[src/rtl/acr_pkg.sv]
// ----------------------------------------------------------------------------
// ARP cache resolver package
// Types, codes and helpers shared by the cache cells and the controller.
// ----------------------------------------------------------------------------
`default_nettype none

package acr_pkg;

	localparam int ENTRIES_DEF = 16;
	localparam int MAX_RES     = 16;

	localparam logic [15:0] OP_REQUEST = 16'd1;
	localparam logic [15:0] OP_REPLY   = 16'd2;

	localparam logic [2:0] REG_MY_IP         = 3'd0;
	localparam logic [2:0] REG_MY_MAC        = 3'd1;
	localparam logic [2:0] REG_RETRY_TIMEOUT = 3'd2;
	localparam logic [2:0] REG_RETRY_COUNT   = 3'd3;
	localparam logic [2:0] REG_CACHE_TIMEOUT = 3'd4;

	typedef enum logic [1:0] {
		CMD_TICK    = 2'd0,
		CMD_RESOLVE = 2'd1,
		CMD_PACKET  = 2'd2,
		CMD_REVERSE = 2'd3
	} acr_cmd_t;

	typedef enum logic [3:0] {
		K_DONE      = 4'd0,
		K_RESOLVED  = 4'd1,
		K_PENDING   = 4'd2,
		K_SEND_REQ  = 4'd3,
		K_SEND_RPL  = 4'd4,
		K_FAILED    = 4'd5,
		K_COMPLETED = 4'd6,
		K_BAD_PKT   = 4'd7,
		K_BAD_OP    = 4'd8,
		K_FULL      = 4'd9,
		K_REV_HIT   = 4'd10,
		K_REV_MISS  = 4'd11,
		K_DROPPED   = 4'd12
	} acr_kind_t;

	typedef enum logic [2:0] {
		ST_IDLE,
		ST_TICK,
		ST_SCAN,
		ST_DECIDE,
		ST_EMIT,
		ST_FIN
	} acr_state_t;

	typedef struct packed {
		acr_cmd_t     cmd;
		logic [31:0]  ip_addr;
		logic [47:0]  mac_addr;
		logic [31:0]  target_ip;
		logic [15:0]  opcode;
	} acr_item_t;

	typedef struct packed {
		acr_kind_t    kind;
		logic [31:0]  ip_out;
		logic [47:0]  mac_out;
		logic [31:0]  reply_src_ip;
		logic         last;
	} acr_result_t;

	typedef struct packed {
		logic         valid;
		logic [31:0]  ip;
		logic [47:0]  mac;
		logic         pending;
		logic [7:0]   retries;
		logic [15:0]  timer;
		logic [31:0]  last_update;
	} acr_entry_t;

	function automatic acr_result_t mk_res(acr_kind_t k, logic [31:0] ip,
			logic [47:0] mac, logic [31:0] rsrc);
		acr_result_t r;
		r.kind         = k;
		r.ip_out       = ip;
		r.mac_out      = mac;
		r.reply_src_ip = rsrc;
		r.last         = 1'b0;
		return r;
	endfunction

endpackage

`default_nettype wire

[src/rtl/acr_cell.sv]
// ----------------------------------------------------------------------------
// ARP cache cell
// One cache entry that passes its contents to the neighbor cell on a shift.
// ----------------------------------------------------------------------------
`default_nettype none

module acr_cell (
	input  wire                 clk,
	input  wire                 arst_n,
	input  wire                 shift_en,
	input  acr_pkg::acr_entry_t shift_in,
	input  wire                 load_en,
	input  acr_pkg::acr_entry_t load_data,
	output acr_pkg::acr_entry_t data
);

	logic                valid_q;
	acr_pkg::acr_entry_t body_q;

	always_ff @(posedge clk or negedge arst_n) begin
		if (!arst_n) begin
			valid_q <= 1'b0;
		end else if (load_en) begin
			valid_q <= load_data.valid;
		end else if (shift_en) begin
			valid_q <= shift_in.valid;
		end
	end

	always_ff @(posedge clk) begin
		if (load_en) begin
			body_q <= load_data;
		end else if (shift_en) begin
			body_q <= shift_in;
		end
	end

	always_comb begin
		data       = body_q;
		data.valid = valid_q;
	end

endmodule

`default_nettype wire

[src/rtl/arp_cache_resolver.sv]
// ----------------------------------------------------------------------------
// ARP cache resolver
// ARP cache for one interface, held in a ring of entry cells.
// ----------------------------------------------------------------------------
// The cache entries sit in a ring of cells that rotates once past a single
// head stage for every command. A tick emits its result beats while the ring
// turns and ends with a last beat; a resolve, packet or reverse lookup emits its
// result beats (one or two) after the turn. Busy falls in the cycle that shows
// the last beat, so the next command can be accepted there.
// Result beats appear for one cycle each on result_valid and cannot be held off.
`default_nettype none

module arp_cache_resolver #(
	parameter int ENTRIES = acr_pkg::ENTRIES_DEF
) (
	input  wire                  clk,
	input  wire                  arst_n,
	input  wire                  start,
	output logic                 busy,
	input  acr_pkg::acr_item_t   item,
	output logic                 result_valid,
	output acr_pkg::acr_result_t result,
	input  wire                  cfg_we,
	input  wire  [2:0]           cfg_idx,
	input  wire  [47:0]          cfg_data
);

	localparam int IW = (ENTRIES > 1) ? $clog2(ENTRIES) : 1;
	localparam int NW = $clog2(ENTRIES + 1);

	acr_pkg::acr_state_t  state_q, state_d;
	logic [IW-1:0]        k_q;
	acr_pkg::acr_item_t   item_q;
	logic [31:0]          time_q;
	logic [31:0]          my_ip_q;
	logic [47:0]          my_mac_q;
	logic [15:0]          rto_q;
	logic [7:0]           rcnt_q;
	logic [31:0]          cto_q;
	logic [NW-1:0]        n_q;
	logic                 hold_v_q;
	acr_pkg::acr_result_t hold_q;
	logic                 m_found_q, m_pend_q, m_fresh_q, f_found_q, r_found_q;
	logic [IW-1:0]        m_idx_q, f_idx_q;
	logic [47:0]          m_mac_q;
	logic [31:0]          r_ip_q;
	acr_pkg::acr_result_t list_q [3];
	logic [1:0]           list_n_q, j_q;
	logic                 res_valid_q;
	acr_pkg::acr_result_t res_q;
	acr_pkg::acr_result_t emit_res, fin_res;

	acr_pkg::acr_entry_t  cells [ENTRIES];
	acr_pkg::acr_entry_t  tail_in;
	logic                 shift_en;
	logic                 accept;
	logic                 k_last;

	acr_pkg::acr_entry_t  head, tick_new;
	logic                 tick_emit, fresh, ip_hit, rev_hit;
	acr_pkg::acr_result_t tick_res;
	logic [15:0]          tt;
	logic [7:0]           r_inc;

	logic                 wr_en;
	logic [IW-1:0]        wr_idx;
	acr_pkg::acr_entry_t  wr_data, start_e, learn_e;
	acr_pkg::acr_result_t lst [3];
	logic [1:0]           lst_n;
	logic                 bad, for_me;

	assign accept   = start && !busy;
	assign busy     = (state_q != acr_pkg::ST_IDLE);
	assign k_last   = (k_q == IW'(ENTRIES - 1));
	assign shift_en = (state_q == acr_pkg::ST_TICK) || (state_q == acr_pkg::ST_SCAN);
	assign tail_in  = (state_q == acr_pkg::ST_TICK) ? tick_new : cells[0];
	assign result_valid = res_valid_q;
	assign result       = res_q;

	for (genvar i = 0; i < ENTRIES; i++) begin : g_cell
		acr_cell u_cell (
			.clk       (clk),
			.arst_n    (arst_n),
			.shift_en  (shift_en),
			.shift_in  ((i == ENTRIES - 1) ? tail_in : cells[(i + 1) % ENTRIES]),
			.load_en   (wr_en && (wr_idx == IW'(i))),
			.load_data (wr_data),
			.data      (cells[i])
		);
	end

	always_comb begin
		head    = cells[0];
		tt      = (rto_q == 16'd0) ? 16'd1 : rto_q;
		fresh   = ((time_q - head.last_update) <= cto_q);
		ip_hit  = head.valid && (head.ip == item_q.ip_addr);
		rev_hit = (item_q.mac_addr != 48'd0) && head.valid &&
			(head.mac == item_q.mac_addr) && fresh;
		r_inc     = head.retries + 8'd1;
		tick_new  = head;
		tick_emit = 1'b0;
		tick_res  = acr_pkg::mk_res(acr_pkg::K_SEND_REQ, head.ip, 48'd0, 32'd0);
		if (head.valid && head.pending) begin
			if (head.timer > 16'd1) begin
				tick_new.timer = head.timer - 16'd1;
			end else if (8'(n_q) >= 8'(acr_pkg::MAX_RES - 1)) begin
				tick_new.timer = 16'd1;
			end else begin
				tick_new.retries = r_inc;
				tick_emit        = 1'b1;
				if (r_inc < rcnt_q) begin
					tick_new.timer = tt;
				end else begin
					tick_res.kind  = acr_pkg::K_FAILED;
					tick_new.valid = 1'b0;
				end
			end
		end
	end

	always_comb begin
		start_e = '{valid: 1'b1, ip: item_q.ip_addr, mac: 48'd0, pending: 1'b1,
			retries: 8'd0, timer: tt, last_update: 32'd0};
		learn_e = '{valid: 1'b1, ip: item_q.ip_addr, mac: item_q.mac_addr,
			pending: 1'b0, retries: 8'd0, timer: 16'd0, last_update: time_q};
		wr_en   = 1'b0;
		wr_idx  = m_idx_q;
		wr_data = start_e;
		for (int i = 0; i < 3; i++) begin
			lst[i] = acr_pkg::mk_res(acr_pkg::K_DONE, 32'd0, 48'd0, 32'd0);
		end
		lst_n  = 2'd0;
		bad    = (item_q.mac_addr == 48'd0) || (item_q.ip_addr == 32'd0);
		for_me = (item_q.target_ip == my_ip_q);
		case (item_q.cmd)
			acr_pkg::CMD_RESOLVE: begin
				if (m_found_q && m_pend_q) begin
					lst[0] = acr_pkg::mk_res(acr_pkg::K_PENDING, item_q.ip_addr, 48'd0, 32'd0);
					lst_n  = 2'd1;
				end else if (m_found_q && m_fresh_q) begin
					lst[0] = acr_pkg::mk_res(acr_pkg::K_RESOLVED, item_q.ip_addr, m_mac_q,
						32'd0);
					lst_n  = 2'd1;
				end else if (m_found_q || f_found_q) begin
					wr_en  = state_q == acr_pkg::ST_DECIDE;
					wr_idx = m_found_q ? m_idx_q : f_idx_q;
					lst[0] = acr_pkg::mk_res(acr_pkg::K_SEND_REQ, item_q.ip_addr, 48'd0, 32'd0);
					lst[1] = acr_pkg::mk_res(acr_pkg::K_PENDING, item_q.ip_addr, 48'd0, 32'd0);
					lst_n  = 2'd2;
				end else begin
					lst[0] = acr_pkg::mk_res(acr_pkg::K_FULL, item_q.ip_addr, 48'd0, 32'd0);
					lst_n  = 2'd1;
				end
			end
			acr_pkg::CMD_PACKET: begin
				wr_data = learn_e;
				if (bad) begin
					lst[0] = acr_pkg::mk_res(acr_pkg::K_BAD_PKT, item_q.ip_addr,
						item_q.mac_addr, 32'd0);
					lst_n  = 2'd1;
				end else begin
					if (m_found_q) begin
						wr_en      = state_q == acr_pkg::ST_DECIDE;
						lst[lst_n] = acr_pkg::mk_res(acr_pkg::K_COMPLETED, item_q.ip_addr,
							item_q.mac_addr, 32'd0);
						lst_n      = lst_n + 2'd1;
					end
					if (for_me) begin
						if (!m_found_q && f_found_q) begin
							wr_en      = state_q == acr_pkg::ST_DECIDE;
							wr_idx     = f_idx_q;
							lst[lst_n] = acr_pkg::mk_res(acr_pkg::K_COMPLETED, item_q.ip_addr,
								item_q.mac_addr, 32'd0);
							lst_n      = lst_n + 2'd1;
						end else if (!m_found_q) begin
							lst[lst_n] = acr_pkg::mk_res(acr_pkg::K_FULL, item_q.ip_addr,
								48'd0, 32'd0);
							lst_n      = lst_n + 2'd1;
						end
						if (item_q.opcode == acr_pkg::OP_REQUEST) begin
							lst[lst_n] = acr_pkg::mk_res(acr_pkg::K_SEND_RPL, item_q.ip_addr,
								item_q.mac_addr, item_q.target_ip);
							lst_n      = lst_n + 2'd1;
						end else if (item_q.opcode != acr_pkg::OP_REPLY) begin
							lst[lst_n] = acr_pkg::mk_res(acr_pkg::K_BAD_OP, item_q.ip_addr,
								48'd0, 32'd0);
							lst_n      = lst_n + 2'd1;
						end
					end else begin
						lst[lst_n] = acr_pkg::mk_res(acr_pkg::K_DROPPED, item_q.ip_addr,
							48'd0, 32'd0);
						lst_n      = lst_n + 2'd1;
					end
				end
			end
			acr_pkg::CMD_REVERSE: begin
				if (r_found_q) begin
					lst[0] = acr_pkg::mk_res(acr_pkg::K_REV_HIT, r_ip_q, item_q.mac_addr, 32'd0);
				end else begin
					lst[0] = acr_pkg::mk_res(acr_pkg::K_REV_MISS, 32'd0, 48'd0, 32'd0);
				end
				lst_n = 2'd1;
			end
			default: begin
				lst_n = 2'd1;
			end
		endcase
	end

	always_comb begin
		emit_res      = list_q[j_q];
		emit_res.last = (j_q == list_n_q - 2'd1);
		fin_res       = hold_v_q ? hold_q :
			acr_pkg::mk_res(acr_pkg::K_DONE, 32'd0, 48'd0, 32'd0);
		fin_res.last  = 1'b1;
	end

	always_comb begin
		state_d = state_q;
		case (state_q)
			acr_pkg::ST_IDLE: begin
				if (accept) begin
					state_d = (item.cmd == acr_pkg::CMD_TICK) ? acr_pkg::ST_TICK : acr_pkg::ST_SCAN;
				end
			end
			acr_pkg::ST_TICK: begin
				if (k_last) begin
					state_d = acr_pkg::ST_FIN;
				end
			end
			acr_pkg::ST_SCAN: begin
				if (k_last) begin
					state_d = acr_pkg::ST_DECIDE;
				end
			end
			acr_pkg::ST_DECIDE: begin
				state_d = acr_pkg::ST_EMIT;
			end
			acr_pkg::ST_EMIT: begin
				if (j_q == list_n_q - 2'd1) begin
					state_d = acr_pkg::ST_IDLE;
				end
			end
			acr_pkg::ST_FIN: begin
				state_d = acr_pkg::ST_IDLE;
			end
			default: begin
				state_d = acr_pkg::ST_IDLE;
			end
		endcase
	end

	always_ff @(posedge clk or negedge arst_n) begin
		if (!arst_n) begin
			state_q     <= acr_pkg::ST_IDLE;
			res_valid_q <= 1'b0;
			time_q      <= 32'd0;
			my_ip_q     <= 32'd0;
			my_mac_q    <= 48'd0;
			rto_q       <= 16'd1;
			rcnt_q      <= 8'd3;
			cto_q       <= 32'd120;
			hold_v_q    <= 1'b0;
			k_q         <= '0;
		end else begin
			state_q     <= state_d;
			res_valid_q <= (state_q == acr_pkg::ST_TICK && tick_emit && hold_v_q) ||
				(state_q == acr_pkg::ST_EMIT) || (state_q == acr_pkg::ST_FIN);
			if (cfg_we) begin
				case (cfg_idx)
					acr_pkg::REG_MY_IP:         my_ip_q  <= cfg_data[31:0];
					acr_pkg::REG_MY_MAC:        my_mac_q <= cfg_data;
					acr_pkg::REG_RETRY_TIMEOUT: rto_q    <= cfg_data[15:0];
					acr_pkg::REG_RETRY_COUNT:   rcnt_q   <= cfg_data[7:0];
					acr_pkg::REG_CACHE_TIMEOUT: cto_q    <= cfg_data[31:0];
					default: ;
				endcase
			end
			if (accept) begin
				k_q      <= '0;
				hold_v_q <= 1'b0;
				if (item.cmd == acr_pkg::CMD_TICK) begin
					time_q <= time_q + 32'd1;
				end
			end
			if (shift_en) begin
				k_q <= k_q + IW'(1);
			end
			if (state_q == acr_pkg::ST_TICK && tick_emit) begin
				hold_v_q <= 1'b1;
			end
		end
	end

	always_ff @(posedge clk) begin
		if (accept) begin
			item_q    <= item;
			n_q       <= '0;
			m_found_q <= 1'b0;
			f_found_q <= 1'b0;
			r_found_q <= 1'b0;
		end
		if (state_q == acr_pkg::ST_SCAN) begin
			if (ip_hit && !m_found_q) begin
				m_found_q <= 1'b1;
				m_idx_q   <= k_q;
				m_pend_q  <= head.pending;
				m_fresh_q <= fresh;
				m_mac_q   <= head.mac;
			end
			if (!head.valid && !f_found_q) begin
				f_found_q <= 1'b1;
				f_idx_q   <= k_q;
			end
			if (rev_hit && !r_found_q) begin
				r_found_q <= 1'b1;
				r_ip_q    <= head.ip;
			end
		end
		if (state_q == acr_pkg::ST_TICK && tick_emit) begin
			n_q    <= n_q + NW'(1);
			hold_q <= tick_res;
			res_q  <= hold_q;
		end
		if (state_q == acr_pkg::ST_DECIDE) begin
			list_q   <= lst;
			list_n_q <= lst_n;
			j_q      <= 2'd0;
		end
		if (state_q == acr_pkg::ST_EMIT) begin
			res_q <= emit_res;
			j_q   <= j_q + 2'd1;
		end
		if (state_q == acr_pkg::ST_FIN) begin
			res_q <= fin_res;
		end
	end

	// The interface MAC only sources outgoing frames, which are built outside.
	logic unused_mac;
	assign unused_mac = ^my_mac_q;

endmodule

`default_nettype wire

[config.mk]
export PLATFORM = sky130hd
export DESIGN_NAME = arp_cache_resolver
export DESIGN_NICKNAME = d
export VERILOG_FILES = /design/src/rtl/acr_pkg.sv /design/src/rtl/acr_cell.sv /design/src/rtl/arp_cache_resolver.sv
export SDC_FILE = /design/constraint.sdc
export NUM_CORES = 2
export LEC_CHECK = 0
export BUFFER_PORTS_ARGS = -buffer_cell sky130_fd_sc_hd__buf_2
export CAP_MARGIN = 20
export CORE_MARGIN = 2
export CORE_UTILIZATION = 57
export DETAILED_ROUTE_END_ITERATION = 7
export PLACE_DENSITY = 0.74
export SLEW_MARGIN = 0
export SYNTH_ARGS = -nofsm -noshare
export SYNTH_HDL_FRONTEND = slang
export SYNTH_SLANG_ARGS = --single-unit
[constraint.sdc]
create_clock -name clk -period 25.5 [get_ports clk]
set_input_delay 5.1 -clock clk [delete_from_list [all_inputs] [get_ports clk]]
set_output_delay 5.1 -clock clk [all_outputs]
set_load 0.1 [all_outputs]
* Word level (Yosys, flattened, before mapping)
Index checks and enable logic that the tools add are counted.
** Storage, ports and cells
- Register bits :: 3073
- Input port bits :: 185
- Logic and storage cells :: 478
** Operators by class
- Equal/unequal tests :: 37
- Multiplexer cells :: 174
- Magnitude comparators :: 9
- Bitwise operators :: 5
- Reduce and logical (&&, ||, !) cells :: 83
- Add/sub/neg operators :: 10
** Operators by type and width (count)
- 2-to-1 mux 137 bit :: 32
- 2-to-1 mux 351 bit :: 8
- bitwise mux 351 bit :: 5
- 2-to-1 mux 117 bit :: 14
- demux 117 bit (select 2 bit) :: 2
- case mux 117 bit (3 select lines) :: 1
- 2-to-1 mux 115 bit :: 3
- binary-select mux 117 bit (select 2 bit) :: 1
- 2-to-1 mux 234 bit :: 1
- case mux 117 bit (2 select lines) :: 1
- 2-to-1 mux 138 bit :: 1
- 2-to-1 mux 116 bit :: 1
- 2-to-1 mux 114 bit :: 1
- 2-to-1 mux 105 bit :: 1
- equality test 32 bit :: 2
- 2-to-1 mux 16 bit :: 4
- 2-to-1 mux 1 bit :: 58
- equality test 48 bit :: 1
- logical NOT 48 bit :: 1
- nonzero test 48 bit :: 1
- nonzero test 2 bit :: 20
- equality test 4 bit (second input constant) :: 9
- 2-to-1 mux 4 bit :: 9
- 2-to-1 mux 2 bit :: 17
- 49 further kinds :: 124

* Depth between registers and ports, before layout
- Word-level depth :: 21
- Depth in mapped cells :: 24
- Gate-level depth less buffers :: 24

* Modules after synthesis
Synthesis repeated with hierarchy kept, for this count alone.
** Unflattened totals
- Cells, all modules :: 7687
- Area total of the unflattened synthesis :: 138004.9 um^2
** By module, submodules not included
- acr_cell :: seq. area each 4139.0 um^2, area each 6237.2 um^2, cells each 296, instances 16
- arp_cache_resolver :: seq. area each 25057.8 um^2, area each 38209.1 um^2, cells each 2951, instances 1

* Least setup slack after synthesis
No wires, ideal clock.
- Kind :: reg-to-reg
- Start :: register state_q[0]
- End :: register g_cell[3].u_cell.body_q (netlist bit g_cell[3].u_cell.data[0]), enable pin
- Arrival time :: 22424 ps
- Stages on the path, launching flop included :: 8
- Setup time :: 520 ps
- Path slack :: 2555 ps
- Clock period less this slack :: 22945 ps
- Cell sequence :: dfrtp_1 > clkbuf_1 > nand2b_1 > nor2_1 > nand3_1 > nor3b_1 > clkbuf_1 > nand2b_1
** On the way
- Cells in the longest elaborated chain, start to end :: 8
** RTL lines
- start, declared :: RTL line arp_cache_resolver.sv:31 : acr_pkg::acr_state_t state_q, state_d;
- start signal, assigned :: RTL line arp_cache_resolver.sv:255 : state_q <= acr_pkg::ST_IDLE;
- start signal, assigned :: RTL line arp_cache_resolver.sv:266 : state_q <= state_d;
- equality test 3 x 2 -> 1 bit :: RTL line arp_cache_resolver.sv:145, arp_cache_resolver.sv:163, arp_cache_resolver.sv:170
- 2-to-1 mux 1 bit :: RTL line arp_cache_resolver.sv:162 : if (m_found_q) begin
- 2-to-1 mux 1 bit :: RTL line arp_cache_resolver.sv:169 : if (!m_found_q && f_found_q) begin
- 2-to-1 mux 1 bit :: RTL line arp_cache_resolver.sv:168 : if (for_me) begin
- 2-to-1 mux 1 bit :: RTL line arp_cache_resolver.sv:157 : if (bad) begin
- case mux 1 bit (2 select lines) :: RTL line arp_cache_resolver.sv:135 : case (item_q.cmd)
- logical AND 1 bit :: RTL line arp_cache_resolver.sv:86 : .load_en (wr_en && (wr_idx == IW'(i))),
- nonzero test 2 bit (no line) (*)
- end signal, assigned :: RTL line acr_cell.sv:32 : body_q <= load_data;
- end signal, assigned :: RTL line acr_cell.sv:34 : body_q <= shift_in;
- end, declared :: RTL line acr_cell.sv:18 : acr_pkg::acr_entry_t body_q;
Every way passes the cells marked *; elsewhere a longest branch is shown, timed or not.
A chain may end at the register's enable or synchronous reset.

* Worst setup path after layout
- Start :: register item_q[95] in the netlist's numbering
- End :: register g_cell[11].u_cell.body_q (netlist bit g_cell[11].u_cell.data[48]), enable pin
** On the way
- Cells in the longest elaborated chain, start to end :: 7
** RTL lines
- start, declared :: RTL line arp_cache_resolver.sv:33 : acr_pkg::acr_item_t item_q;
- start signal, assigned :: RTL line arp_cache_resolver.sv:297 : item_q <= item;
- logical NOT 48 bit (*) :: RTL line arp_cache_resolver.sv:133 : bad = (item_q.mac_addr == 48'd0) || (item_q.ip_addr == 32'd0);
- logical OR 1 bit (*) :: RTL line arp_cache_resolver.sv:133
- 2-to-1 mux 4 bit :: RTL line arp_cache_resolver.sv:157
- case mux 4 bit (2 select lines) :: RTL line arp_cache_resolver.sv:135
- equality test 4 bit :: RTL line arp_cache_resolver.sv:86
- logical AND 1 bit (*) :: RTL line arp_cache_resolver.sv:86
- nonzero test 2 bit (no line) (*)
- end signal, assigned :: RTL line acr_cell.sv:32
- end signal, assigned :: RTL line acr_cell.sv:34
- end, declared :: RTL line acr_cell.sv:18
Marked as above.

==> impl_metrics.toml <==
[run_status]
status = "finished clean"

[sta]
rsz0062_at_grt = "no"
whs_ns = 0.476
hold_viol = 0
clock.fmax_ghz = 0.131
tightest_slew_ns = 1.23
min_period_over_period_pct = 30.0
slew_headroom_pct = 17.7
fin_crit_ns = 7.65
slew_violations = 0
setup_tns_ns = 0
fin_worst_skew_ns = 0.0558
setup_viol_count_final = 0

[global_route]
antenna_found_initial = 18
overflow = 0
grt_pass1_wl_um = 505000
first_global_vias = 76188
grt_max_degree = 185
grt.total_usage_pct = 29.8
grt_busiest_layer = "met2"
use_met2_pct = 47.2
gr-usage-met3_pct = 5.94
use_met1_pct = 41.1

[run]
cap_viol_max_count = 0

[detailed_routing]
wl_um = 346000
num_vias = 77370
drt_first_pass_iters = 6
drt_iter0_markers = 9791
drc = 0
ant_nets = 0
wl_per_cell_um = 27.9
via_per_inst = 6.23

[setup_path]
required_ns = 26.05
worst-setup-path-type = "reg -> reg"
critPathMaxStageDelay_ns = 1.00
worstPathArrival_ns = 8.21
start_kind = "flop"
path_cells = "nor4_1, nand4_1, nor3_4, nor4_4, mux2_1, a221oi_2, nor3_1, nand3_4, nand2_4, buf_4, buf_4"
crit_top_cell = "buf_4"
crit_fanout = 48
crit_path_end_kind = "flop"
cp_slowest_cell = "buf_4"

[yosys]
synth-edff-count = 2916
async_flop_share_pct = 4.73
ys_ff_latch = 3065
synth-xor-area-share_pct = 1.33
ys_warn_count = 0
synthFlopType = "edfxtp_1"
synth_area_per_cell_um2 = 14.5
synth.area.mux_share_pct = 11.5
syn_inst = 8900
synth.yosys.seq_area_share_pct = 70.9
syn_area_um2 = 129000
synth_compound_area_share_pct = 5.69
synth_top_family_by_area = "multiplexers"
synthAdderAreaFrac_pct = 0.803
synth_cell_types = 71
synth-simple-area-share_pct = 7.54

[finish]
fillers = 15858
drive_gt1_share_pct = 21.6
final_cell_mix = "edfxtp_1 (2916), nand2_1 (1210), mux2_2 (1134)"
area_growth_pct = 11.6
seq_area_um2 = 91300
layout_commonest_cell = "edfxtp_1"
multiInputGateArea_um2 = 35500
final_nets = 9455
final_area_um2 = 144000

[clock_network]
hold_buffers = 0
cts-buffers-inserted = 321
clock_path_buffers = 4
tritoncts = "done"
htree_levels = 5
worstSkewPairLatency_ns = 0.97
clk_pin_slew_worst_paths_ns = 0.06
cts-resized-gates = 0
clock_sinks = 3065
post_cts_buffers = 0
root_buffer = "clkbuf_16"

[placed_design]
placedInstanceArea_um2 = 133000
place_congestion = 0.853
dp_hpwl_um = 182000
port_buffers = 287

[die]
die_w_um = 479
coreArea_um2 = 225000
io_pins = 304
chipHeight_um = 479
die_area_um2 = 230000
core.rowCount = 174
start_util_pct = 57.3

[power]
p_per_area_nw_per_um2 = 139
power_mw = 20.0
leakagePower_nw = 51.9
ir_drop_uv = 203

[worst_hold_path]
hp-class = "reg -> reg"
where the power goes:
part	leakage [nW]	internal (mW)	switching, mW	total, mW
logic	17.2	1.48	3.98	5.46
registers	29.7	9.18	0.783	9.97
clock network	4.94	2.69	1.92	4.61
total	51.9	13.4	6.68	20.0
registers in the layout, indices dropped and copies added (netlist names), 34 cells and up:
signal,count
g_cell.u_cell.data,2192
result,117
item_q,130
hold_q,34
list_q,345
m_mac_q,48
critical path: cells and delay by family, from the launching register on:
kind	cells	cell delay (ns)
DFF	1	0.65
buffers and inverters	2	1.88
muxes	1	0.25
AOI/OAI and AO/OA	1	0.10
and+or+nand+nor	7	4.19
Yosys cell counts, types with 5 or more instances:
library cell | number | area [um2]
o21bai_1 | 6 | 45.0
o21a_1 | 15 | 113
o221ai_1 | 6 | 52.6
dfrtp_1 | 138 | 3450
nor4_1 | 50 | 313
a221oi_1 | 14 | 123
mux2i_1 | 123 | 1230
and3_1 | 16 | 100
a21o_1 | 25 | 188
or3_1 | 7 | 43.8
mux2_1 | 73 | 822
xnor2_1 | 101 | 885
buf_2 | 135 | 676
a211oi_1 | 7 | 52.6
ha_1 | 81 | 1010
buf_1 | 31 | 116
mux2_2 | 1134 | 12800
nor2_1 | 373 | 1400
nand3b_1 | 8 | 60.1
o21ai_0 | 947 | 4740
clkbuf_1 | 405 | 1520
nand4_1 | 33 | 206
nand2b_1 | 31 | 194
edfxtp_1 | 2916 | 87600
dfstp_2 | 7 | 184
xor2_1 | 95 | 832
inv_1 | 106 | 398
a21oi_1 | 179 | 896
a22oi_1 | 80 | 601
or2_2 | 10 | 62.6
nor3_1 | 29 | 145
buf_4 | 10 | 75.1
o21ai_1 | 33 | 165
nand2_1 | 1221 | 4580
nand3_1 | 42 | 210
nor4_2 | 5 | 62.6
nor2b_1 | 80 | 500
o31ai_1 | 5 | 37.5
and2_1 | 260 | 1630
o211ai_1 | 6 | 45.0
final timing paths:
check                                                     startpoint  slack, ns  depth (start not counted)                                       end
worst min-delay path            g_cell[0].u_cell.data[110]$_DFFE_PP_       0.48                          0                      hold_q[86]$_DFFE_PP_
worst min register to register  g_cell[0].u_cell.data[110]$_DFFE_PP_       0.48                          0                      hold_q[86]$_DFFE_PP_
worst max register to register                  item_q[95]$_DFFE_PP_      17.85                         11  g_cell[11].u_cell.data[48]$_SDFFCE_PP0P_
max in group asynchronous                                     arst_n      19.71                          2                    state_q[1]$_DFFE_PN0P_
worst max-delay path                            item_q[95]$_DFFE_PP_      17.85                         11  g_cell[11].u_cell.data[48]$_SDFFCE_PP0P_
min in group asynchronous                                     arst_n       4.19                          1                   my_ip_q[24]$_DFFE_PN0P_
stage by stage:
stage	setup slack [ns]	instances	util (%)
2_1_floorplan	2.56	9045	-
4_1_cts	17.97	12407	63.9
5_1_grt	17.82	12414	63.9
3_5_place_dp	17.63	11854	59.4
6_report	17.85	12414	63.9
3_3_place_gp	17.59	11852	59.4
final cells by class:
| cell class | instances | share of cell area [%] |
|---|---|---|
| Sequential cell | 3065 | 63.6 |
| Multi-Input combinational cell | 5290 | 24.7 |
| Clock buffer | 422 | 6.10 |
| Tap cell | 2992 | 2.61 |
| Timing Repair Buffer | 403 | 1.80 |
| Clock inverter | 131 | 0.933 |
| Inverter | 107 | 0.283 |
| Antenna cell | 4 | 0.00697 |
metal layers:
metal	part of all wire [%]	routed length (um)	vias up
li1	-	-	33145
met1	38	132000	38932
met2	47	161000	4527
met3	11	38400	752
met4	3.9	13400	14
met5	0.076	264	-
cell families after synthesis:
| kind of cell | after synthesis |
|---|---|
| fa+ha+maj | 82 |
| mux | 1330 |
| simple gates | 2184 |
| flops | 3065 |
| xor+xnor | 196 |
| buf+inv | 690 |
| compound gates | 1352 |
| other cells | 1 |
Note: power is estimated with default switching activity, not from simulation.
